<file path="config.mk">
export PLATFORM = sky130hd
export DESIGN_NAME = hsv_to_rgb_converter
export DESIGN_NICKNAME = d
export VERILOG_FILES = /design/src/rtl/hsv_pkg.sv /design/src/rtl/hsv_div_max.sv /design/src/rtl/hsv_hue_stage.sv /design/src/rtl/hsv_frac_stage.sv /design/src/rtl/hsv_mix_stage.sv /design/src/rtl/hsv_to_rgb_converter.sv
export SDC_FILE = /design/constraint.sdc
export NUM_CORES = 2
export LEC_CHECK = 0
export ABC_AREA = 1
export BUFFER_PORTS_ARGS = -buffer_cell sky130_fd_sc_hd__buf_2
export CORE_UTILIZATION = 60
export CTS_CLUSTER_DIAMETER = 50
export DETAILED_ROUTE_END_ITERATION = 10
export PLACE_DENSITY = 0.77
export SYNTH_ARGS = -nofsm -noshare
export SYNTH_HDL_FRONTEND = slang
export SYNTH_SLANG_ARGS = --single-unit
</file>
<file path="constraint.sdc">
create_clock -name i_clk -period 9.8 [get_ports i_clk]
set_clock_uncertainty 0.15 [all_clocks]
set_input_delay 1.96 -clock i_clk [delete_from_list [all_inputs] [get_ports i_clk]]
set_output_delay 1.96 -clock i_clk [all_outputs]
set_load 0.05 [all_outputs]
</file>
<file path="src/rtl/hsv_pkg.sv">
// shared constants and types for the hsv to rgb converter
package hsv_pkg;

    // default component width
    localparam int COMPONENT_BITS = 16;

    // hue sector codes, one per sixth of a turn
    localparam logic [2:0] SEC_RED     = 3'd0;
    localparam logic [2:0] SEC_YELLOW  = 3'd1;
    localparam logic [2:0] SEC_GREEN   = 3'd2;
    localparam logic [2:0] SEC_CYAN    = 3'd3;
    localparam logic [2:0] SEC_BLUE    = 3'd4;
    localparam logic [2:0] SEC_MAGENTA = 3'd5;

    // control that travels with each request down the pipeline
    typedef struct packed {
        logic       valid;
        logic       grey;
        logic [2:0] sector;
    } t_ctrl;

endpackage

</file>
<file path="src/rtl/hsv_div_max.sv">
// rounded division of a double-width product by the full-scale value 2^B-1
module hsv_div_max #(
    parameter int B = hsv_pkg::COMPONENT_BITS
) (
    input  logic [2*B-1:0] i_prod,
    output logic [B-1:0]   o_quot
);
    localparam logic [2*B-1:0] HALF_MAX = {{(B+1){1'b0}}, {(B-1){1'b1}}};

    logic [2*B-1:0] n_sum;
    logic [B:0]     n_rem;

    // x / (2^B-1) = hi + carry of (lo + hi + 1); sum stays below 2^(2B)
    always_comb begin
        n_sum  = i_prod + HALF_MAX;
        n_rem  = {1'b0, n_sum[B-1:0]} + {1'b0, n_sum[2*B-1:B]} + {{B{1'b0}}, 1'b1};
        o_quot = n_sum[2*B-1:B] + {{(B-1){1'b0}}, n_rem[B]};
    end

endmodule

</file>
<file path="src/rtl/hsv_hue_stage.sv">
// first stage: hue sector and fraction, grey test, product for p
module hsv_hue_stage #(
    parameter int B = hsv_pkg::COMPONENT_BITS
) (
    input  logic             i_clk,
    input  logic             i_rst_n,
    input  logic             i_valid,
    input  logic [B-1:0]     i_hue,
    input  logic [B-1:0]     i_sat,
    input  logic [B-1:0]     i_val,
    output hsv_pkg::t_ctrl   o_ctrl,
    output logic [B-1:0]     o_frac,
    output logic [B-1:0]     o_sat,
    output logic [B-1:0]     o_val,
    output logic [2*B-1:0]   o_pprod
);
    localparam logic [B-1:0] GREY_LIMIT = B'(((1 << B) - 1) / 10000 + 1);

    logic [B+2:0]   n_h6;
    hsv_pkg::t_ctrl n_ctrl;
    logic [2*B-1:0] n_pprod;
    hsv_pkg::t_ctrl r_ctrl;
    logic [B-1:0]   r_frac;
    logic [B-1:0]   r_sat;
    logic [B-1:0]   r_val;
    logic [2*B-1:0] r_pprod;

    // hue times six as 4h + 2h, split into sector and fraction
    always_comb begin
        n_h6          = ({3'b000, i_hue} << 2) + ({3'b000, i_hue} << 1);
        n_ctrl.valid  = i_valid;
        n_ctrl.grey   = (i_sat < GREY_LIMIT);
        n_ctrl.sector = n_h6[B+2:B];
        n_pprod       = {{B{1'b0}}, i_val} * {{B{1'b0}}, ~i_sat};
    end

    // valid bit under reset, payload free-running
    always_ff @(posedge i_clk) begin
        if (!i_rst_n) begin
            r_ctrl.valid <= 1'b0;
        end else begin
            r_ctrl.valid <= n_ctrl.valid;
        end
        r_ctrl.grey   <= n_ctrl.grey;
        r_ctrl.sector <= n_ctrl.sector;
        r_frac        <= n_h6[B-1:0];
        r_sat         <= i_sat;
        r_val         <= i_val;
        r_pprod       <= n_pprod;
    end

    assign o_ctrl  = r_ctrl;
    assign o_frac  = r_frac;
    assign o_sat   = r_sat;
    assign o_val   = r_val;
    assign o_pprod = r_pprod;

endmodule

</file>
<file path="src/rtl/hsv_frac_stage.sv">
// second and third stages: s*f and s*(1-f) products, rounding, p
module hsv_frac_stage #(
    parameter int B = hsv_pkg::COMPONENT_BITS
) (
    input  logic             i_clk,
    input  logic             i_rst_n,
    input  hsv_pkg::t_ctrl   i_ctrl,
    input  logic [B-1:0]     i_frac,
    input  logic [B-1:0]     i_sat,
    input  logic [B-1:0]     i_val,
    input  logic [2*B-1:0]   i_pprod,
    output hsv_pkg::t_ctrl   o_ctrl,
    output logic [B-1:0]     o_val,
    output logic [B-1:0]     o_p,
    output logic [B-1:0]     o_inv_sf,
    output logic [B-1:0]     o_inv_sft
);
    localparam logic [B:0]     FULL_TURN = {1'b1, {B{1'b0}}};
    localparam logic [2*B:0]   HALF_TURN = {{(B+1){1'b0}}, 1'b1, {(B-1){1'b0}}};

    logic [B:0]     n_comp;
    logic [2*B-1:0] n_sf_prod;
    logic [2*B:0]   n_sft_prod;
    logic [B-1:0]   n_p;
    logic [2*B:0]   n_sf_sum;
    logic [2*B:0]   n_sft_sum;

    hsv_pkg::t_ctrl r_ctrl2;
    logic [B-1:0]   r_val2;
    logic [B-1:0]   r_p2;
    logic [2*B-1:0] r_sf_prod;
    logic [2*B:0]   r_sft_prod;
    hsv_pkg::t_ctrl r_ctrl3;
    logic [B-1:0]   r_val3;
    logic [B-1:0]   r_p3;
    logic [B-1:0]   r_inv_sf;
    logic [B-1:0]   r_inv_sft;

    // p = v(1-s) rounded over full scale
    hsv_div_max #(.B(B)) u_div_p (
        .i_prod (i_pprod),
        .o_quot (n_p)
    );

    // saturation times fraction and times its complement
    always_comb begin
        n_comp     = FULL_TURN - {1'b0, i_frac};
        n_sf_prod  = {{B{1'b0}}, i_sat} * {{B{1'b0}}, i_frac};
        n_sft_prod = {{(B+1){1'b0}}, i_sat} * {{B{1'b0}}, n_comp};
    end

    // round half up, both products stay at or below full scale
    always_comb begin
        n_sf_sum  = {1'b0, r_sf_prod} + HALF_TURN;
        n_sft_sum = r_sft_prod + HALF_TURN;
    end

    // valid bits under reset; payload, complements taken as inversion
    // since full scale is all ones
    always_ff @(posedge i_clk) begin
        if (!i_rst_n) begin
            r_ctrl2.valid <= 1'b0;
            r_ctrl3.valid <= 1'b0;
        end else begin
            r_ctrl2.valid <= i_ctrl.valid;
            r_ctrl3.valid <= r_ctrl2.valid;
        end
        r_ctrl2.grey   <= i_ctrl.grey;
        r_ctrl2.sector <= i_ctrl.sector;
        r_val2         <= i_val;
        r_p2           <= n_p;
        r_sf_prod      <= n_sf_prod;
        r_sft_prod     <= n_sft_prod;
        r_ctrl3.grey   <= r_ctrl2.grey;
        r_ctrl3.sector <= r_ctrl2.sector;
        r_val3         <= r_val2;
        r_p3           <= r_p2;
        r_inv_sf       <= ~n_sf_sum[2*B-1:B];
        r_inv_sft      <= ~n_sft_sum[2*B-1:B];
    end

    assign o_ctrl    = r_ctrl3;
    assign o_val     = r_val3;
    assign o_p       = r_p3;
    assign o_inv_sf  = r_inv_sf;
    assign o_inv_sft = r_inv_sft;

endmodule

</file>
<file path="src/rtl/hsv_mix_stage.sv">
// fourth and fifth stages: q and t, sector routing, output registers
module hsv_mix_stage #(
    parameter int B = hsv_pkg::COMPONENT_BITS
) (
    input  logic             i_clk,
    input  logic             i_rst_n,
    input  hsv_pkg::t_ctrl   i_ctrl,
    input  logic [B-1:0]     i_val,
    input  logic [B-1:0]     i_p,
    input  logic [B-1:0]     i_inv_sf,
    input  logic [B-1:0]     i_inv_sft,
    output logic             o_valid,
    output logic [B-1:0]     o_red,
    output logic [B-1:0]     o_green,
    output logic [B-1:0]     o_blue
);
    hsv_pkg::t_ctrl r_ctrl4;
    logic [B-1:0]   r_val4;
    logic [B-1:0]   r_p4;
    logic [2*B-1:0] r_qprod;
    logic [2*B-1:0] r_tprod;
    logic [B-1:0]   n_q;
    logic [B-1:0]   n_t;
    logic [B-1:0]   n_red;
    logic [B-1:0]   n_green;
    logic [B-1:0]   n_blue;
    logic           r_valid;
    logic           r_grey;
    logic [B-1:0]   r_red;
    logic [B-1:0]   r_green;
    logic [B-1:0]   r_blue;

    // q and t rounded over full scale
    hsv_div_max #(.B(B)) u_div_q (
        .i_prod (r_qprod),
        .o_quot (n_q)
    );

    hsv_div_max #(.B(B)) u_div_t (
        .i_prod (r_tprod),
        .o_quot (n_t)
    );

    // route v, p, q, t to the channels by sector; grey pixels get v on all three
    always_comb begin
        case (r_ctrl4.sector)
            hsv_pkg::SEC_RED: begin
                n_red = r_val4; n_green = n_t;    n_blue = r_p4;
            end
            hsv_pkg::SEC_YELLOW: begin
                n_red = n_q;    n_green = r_val4; n_blue = r_p4;
            end
            hsv_pkg::SEC_GREEN: begin
                n_red = r_p4;   n_green = r_val4; n_blue = n_t;
            end
            hsv_pkg::SEC_CYAN: begin
                n_red = r_p4;   n_green = n_q;    n_blue = r_val4;
            end
            hsv_pkg::SEC_BLUE: begin
                n_red = n_t;    n_green = r_p4;   n_blue = r_val4;
            end
            hsv_pkg::SEC_MAGENTA: begin
                n_red = r_val4; n_green = r_p4;   n_blue = n_q;
            end
            default: begin
                n_red = r_val4; n_green = r_p4;   n_blue = n_q;
            end
        endcase
        if (r_ctrl4.grey) begin
            n_red   = r_val4;
            n_green = r_val4;
            n_blue  = r_val4;
        end
    end

    // valid bits under reset, payload free-running
    always_ff @(posedge i_clk) begin
        if (!i_rst_n) begin
            r_ctrl4.valid <= 1'b0;
            r_valid       <= 1'b0;
        end else begin
            r_ctrl4.valid <= i_ctrl.valid;
            r_valid       <= r_ctrl4.valid;
        end
        r_ctrl4.grey   <= i_ctrl.grey;
        r_ctrl4.sector <= i_ctrl.sector;
        r_val4         <= i_val;
        r_p4           <= i_p;
        r_qprod        <= {{B{1'b0}}, i_val} * {{B{1'b0}}, i_inv_sf};
        r_tprod        <= {{B{1'b0}}, i_val} * {{B{1'b0}}, i_inv_sft};
        r_grey         <= r_ctrl4.grey;
        r_red          <= n_red;
        r_green        <= n_green;
        r_blue         <= n_blue;
    end

    assign o_valid = r_valid;
    assign o_red   = r_red;
    assign o_green = r_green;
    assign o_blue  = r_blue;

    // grey pixels leave with equal channels
    a_grey_equal: assert property (@(posedge i_clk) disable iff (!i_rst_n)
        (r_valid && r_grey) |-> (r_red == r_green && r_green == r_blue))
        else $error("grey pixel with unequal channels");

    // a result strobe follows a valid request in the stage before
    a_strobe_src: assert property (@(posedge i_clk) disable iff (!i_rst_n)
        r_valid |-> $past(r_ctrl4.valid))
        else $error("result strobe without request in last stage");

endmodule

</file>
<file path="src/rtl/hsv_to_rgb_converter.sv">
// top level of the hsv to rgb pixel converter
//
//  channel   direction  handshake           payload
//  request   in         i_start / o_busy    i_hue, i_sat, i_val
//  result    out        o_valid (strobe)    o_red, o_green, o_blue
//
// one request per clock; o_busy is always low
// the result strobe follows the request through the hue, fraction
// and mix stages, set by the two multiply-and-divide chains (s*f then v*q)
// synchronous active-low reset clears the valid bits of all stages
// the receiver cannot stall, so the pipeline never holds
module hsv_to_rgb_converter #(
    parameter int COMPONENT_BITS = hsv_pkg::COMPONENT_BITS
) (
    input  logic                      i_clk,
    input  logic                      i_rst_n,
    input  logic                      i_start,
    output logic                      o_busy,
    input  logic [COMPONENT_BITS-1:0] i_hue,
    input  logic [COMPONENT_BITS-1:0] i_sat,
    input  logic [COMPONENT_BITS-1:0] i_val,
    output logic                      o_valid,
    output logic [COMPONENT_BITS-1:0] o_red,
    output logic [COMPONENT_BITS-1:0] o_green,
    output logic [COMPONENT_BITS-1:0] o_blue
);
    localparam int B = COMPONENT_BITS;

    hsv_pkg::t_ctrl s1_ctrl;
    logic [B-1:0]   s1_frac;
    logic [B-1:0]   s1_sat;
    logic [B-1:0]   s1_val;
    logic [2*B-1:0] s1_pprod;
    hsv_pkg::t_ctrl s3_ctrl;
    logic [B-1:0]   s3_val;
    logic [B-1:0]   s3_p;
    logic [B-1:0]   s3_inv_sf;
    logic [B-1:0]   s3_inv_sft;

    // pipeline always takes a request
    assign o_busy = 1'b0;

    // sector, fraction and p product
    hsv_hue_stage #(.B(B)) u_hue (
        .i_clk   (i_clk),
        .i_rst_n (i_rst_n),
        .i_valid (i_start && !o_busy),
        .i_hue   (i_hue),
        .i_sat   (i_sat),
        .i_val   (i_val),
        .o_ctrl  (s1_ctrl),
        .o_frac  (s1_frac),
        .o_sat   (s1_sat),
        .o_val   (s1_val),
        .o_pprod (s1_pprod)
    );

    // saturation scaled by fraction and its complement, and p rounded
    hsv_frac_stage #(.B(B)) u_frac (
        .i_clk     (i_clk),
        .i_rst_n   (i_rst_n),
        .i_ctrl    (s1_ctrl),
        .i_frac    (s1_frac),
        .i_sat     (s1_sat),
        .i_val     (s1_val),
        .i_pprod   (s1_pprod),
        .o_ctrl    (s3_ctrl),
        .o_val     (s3_val),
        .o_p       (s3_p),
        .o_inv_sf  (s3_inv_sf),
        .o_inv_sft (s3_inv_sft)
    );

    // q, t and channel routing
    hsv_mix_stage #(.B(B)) u_mix (
        .i_clk     (i_clk),
        .i_rst_n   (i_rst_n),
        .i_ctrl    (s3_ctrl),
        .i_val     (s3_val),
        .i_p       (s3_p),
        .i_inv_sf  (s3_inv_sf),
        .i_inv_sft (s3_inv_sft),
        .o_valid   (o_valid),
        .o_red     (o_red),
        .o_green   (o_green),
        .o_blue    (o_blue)
    );

    // never busy
    a_never_busy: assert property (@(posedge i_clk) o_busy == 1'b0)
        else $error("busy raised");

    // every strobe traces back to an earlier request on i_start
    a_latency: assert property (@(posedge i_clk) disable iff (!i_rst_n)
        o_valid |-> $past(i_start, 5))
        else $error("result strobe without matching request");

endmodule

</file>
==> results.md <==
- The via count of the first global-routing pass is approximately 50000.
- The library cells used most frequently in the layout, excluding fill and tap cells, are inv_1, nand2_1, fa_1.
- The overall routing resource usage is 32.9%.
- Timing analysis after detailed placement gives a worst setup slack of 2.03 ns.
- Counting flops with a built-in enable in the synthesized netlist gives 0.
- The die is 312 um tall.
- Synthesis handed over a netlist of 7404 instances.
- After synthesis, the mean cell area works out to 7.80 um2.
- The length of the first detailed-routing pass in iterations is 6.
- The worst relative slew slack is 29.2%.
- The area growth from synthesis to layout is 5.58%.
- The via density per instance is 5.45.
- The cell type with the highest occurrence count on the critical path is fa_1.
- The worst path meets setup with about 2.3 ns of slack.
- Cells fill 64.1% of the core in the end.
- At the pin with the least slew margin, the transition time is 1.06 ns.
- Entering global routing, the biggest net connects 34 pins.
- The critical path is of the reg -> reg type.
- The count of buffer and inverter cells on the critical path is 6.
- The critical path's slowest cell is dfxtp_1.
- The max-slew violation count was 0.
- The number of antenna diodes in the final layout is 0.
- Data arrives at the worst endpoint at ~7.9 ns.
- Leaving out fill and tap cells, the most frequent cell in the layout is inv_1.
- The post-layout net count is 8949.
- The category of the worst setup path capture point is a register.
- The clock net sink count is 374.
- The Yosys step of the flow raised 0 warnings.
- The total negative slack for setup checks is 0 ns.
- The tree is rooted in a clkbuf_16.
- The final number of setup-violating endpoints is 0.
- Row generation in the floorplan step produced 113 rows.
- The peak per-stage delay on the critical path is 0.80 ns.
- Counting buffers and inverters, the worst setup path is 27 cells deep.
- For this run, the leading register cell type out of synthesis is dfxtp_1.
- Along the worst path, the maximum fanout reaches 17.
- The number of different library cells in the post-synthesis netlist is 58.
- The clock-pin slew of the registers on the worst-case setup and hold paths is 0.06 ns.
- The critical path's top delay family is adder cells.
- The tightest min-delay check is of the reg -> reg type.
- The buffers inserted during post-CTS setup optimization is 0.
- Static timing analysis puts the maximum clock frequency at between 0.1 and 0.15 GHz.
- The depth of the worst register-to-register path is 27.
- The H-tree was split into 2 levels.
- Max-cap violations in this run came to 0.
- The number of fill cells in the layout is 8140.
- Buffers inserted during clock tree synthesis total 47.
- After synthesis, the largest area contributor takes up 33.1% of total cell area.
- The kind of launch point of the worst setup path is a register.
- The TritonCTS clock tree is yes.
- Once detail routing completed, the nets flagged for antenna violations numbered 0.
- In this run, synthesis produced a sequential element count of between 300 and 400.
- In this run the deepest clock path goes through 3 buffers.
- The DRC violation total after the first TritonRoute iteration is 3628.
- The count of hold-fix buffers inserted at cts is 0.
- The shortest period the worst path allows is approximately 7.5 ns.
- The total nets after synthesis is 8997.
- Setup repair after global routing left no endpoint under its margin.
- After global routing the overflow that remains totals 0.
- The area of the die is slightly below 100000 um2.
- The routed design has 156 mm of wire.
- Of all cell types, the one taking the most synthesized area is fa_1.
- The later pin in the worst-skew pair is clocked with a latency of 0.61 ns.
- The top-level I/O count is 101.
- During placement, the flow inserted port buffers numbering just under 100.
- The flow ran to the end, and the final reports show no timing, DRC or antenna violations.
- The number of antenna violations at the first check in global routing is 1.
- The final hold violation count came to 0.
- Summing every instance area after synthesis gives 57700 um2.
- STA puts the critical path data required time at 10.20 ns.
- The share of the cycle needed by the critical path after routing is 76.5%.
- The quantity of gates resized following cts is 0.
- The detailed router placed 47200 vias in this run.
- Of all flip-flops after synthesis, the portion carrying an async set or reset was 0%.
- Summing the sequential cell areas from Yosys gives 13.0% of the chip area.
- The share of cells above drive strength 1 is 4.82%.
- The floorplan die width is roughly 310 um.
- By area the synthesized netlist is led by fa_1, dfxtp_1, ha_1.
- The detailed placer's ending HPWL is 125 mm.
- For this configuration, the core starts out at a cell density of 60.7%.
- At the end of routability-driven placement, the weighted congestion stood at 0.958.
- The routed wire length per instance is 18.0 um.
- The first global-routing pass estimated 255 mm of wire.
- In this run the standard cell core region covers 95200 um2.
- Along the worst hold path, the cell count comes to 0.
- The remaining routing DRC violations is 0.
-- worst paths after layout --
| path | startpoint | end | slack, ns |
|---|---|---|---|
| hold reg to reg | u_frac.r_ctrl2[3] | u_frac.o_ctrl[3] | 0.16 |
| hold / removal | u_frac.r_ctrl2[3] | u_frac.o_ctrl[3] | 0.16 |
| setup / recovery | u_hue.o_frac[2] | u_frac.r_sft_prod[30] | 2.30 |
| setup reg to reg | u_hue.o_frac[2] | u_frac.r_sft_prod[30] | 2.30 |
-- synthesized netlist by cell type (12+ instances only) --
cell type	count
inv_1	1786
nand2_1	1740
fa_1	955
ha_1	587
nor2_1	478
dfxtp_1	374
nand3_1	240
a21oi_1	230
clkbuf_1	220
xor2_1	156
o21ai_0	125
xnor2_1	79
nand4_1	57
nor3_1	44
nor2_2	36
nand2_2	25
o21ai_1	22
inv_2	19
nor4_1	19
a31oi_1	15
buf_1	13
o21bai_1	12
-- logic make-up (layout without fill, tap and decap cells) --
group | count (synthesis) | in the layout | synth area share [%]
adder cells (fa/ha/maj) | 1542 | 1542 | 45.8
other | 1 | 1 | 0.00650
XOR/XNOR | 237 | 237 | 3.62
AND/OR/NAND/NOR | 2700 | 2700 | 19.4
buffers and inverters | 2064 | 2053 | 13.5
AO/OA/AOI/OAI | 486 | 486 | 4.71
flip-flops | 374 | 374 | 13.0
-- layer usage --
metal | GRT usage (%) | wire, um | vias to the layer above
li1 | - | - | 21800
met1 | 42.1 | 62200 | 22800
met2 | 55.8 | 73700 | 2114
met3 | 5.57 | 13600 | 449
met4 | 12.8 | 6500 | 0
met5 | 0 | 0 | -
-- through the flow --
stage	cell area (um2)	hold slack [ns]	cells
after floorplan	57700	0.160	7404
after global placement	59200	0.160	8572
after detailed placement	59200	0.162	8572
after CTS	60900	0.160	8658
after global routing	60900	0.161	8658
final	60900	0.156	8658
-- sequential cells by signal, summed over array words and instances, names as in the netlist, 17 cells and up --
signal and flops:
u_mix.r_qprod 32, u_hue.o_pprod 32, u_mix.r_tprod 32, u_frac.r_sf_prod 17
u_frac.r_sft_prod 17
-- final cells by class --
cell class,count,area [um2],share of cell area (%)
Clock buffer,57,1240,2.04
Clock inverter,29,479,0.786
Inverter,1817,6820,11.2
Multi-Input combinational cell,4966,42500,69.7
Sequential cell,374,7490,12.3
Tap cell,1265,1580,2.60
Timing Repair Buffer,150,878,1.44
Power is left out: the tool's default activity adds up to more than one toggle a clock period on the data nets, which glitch-free logic cannot reach.
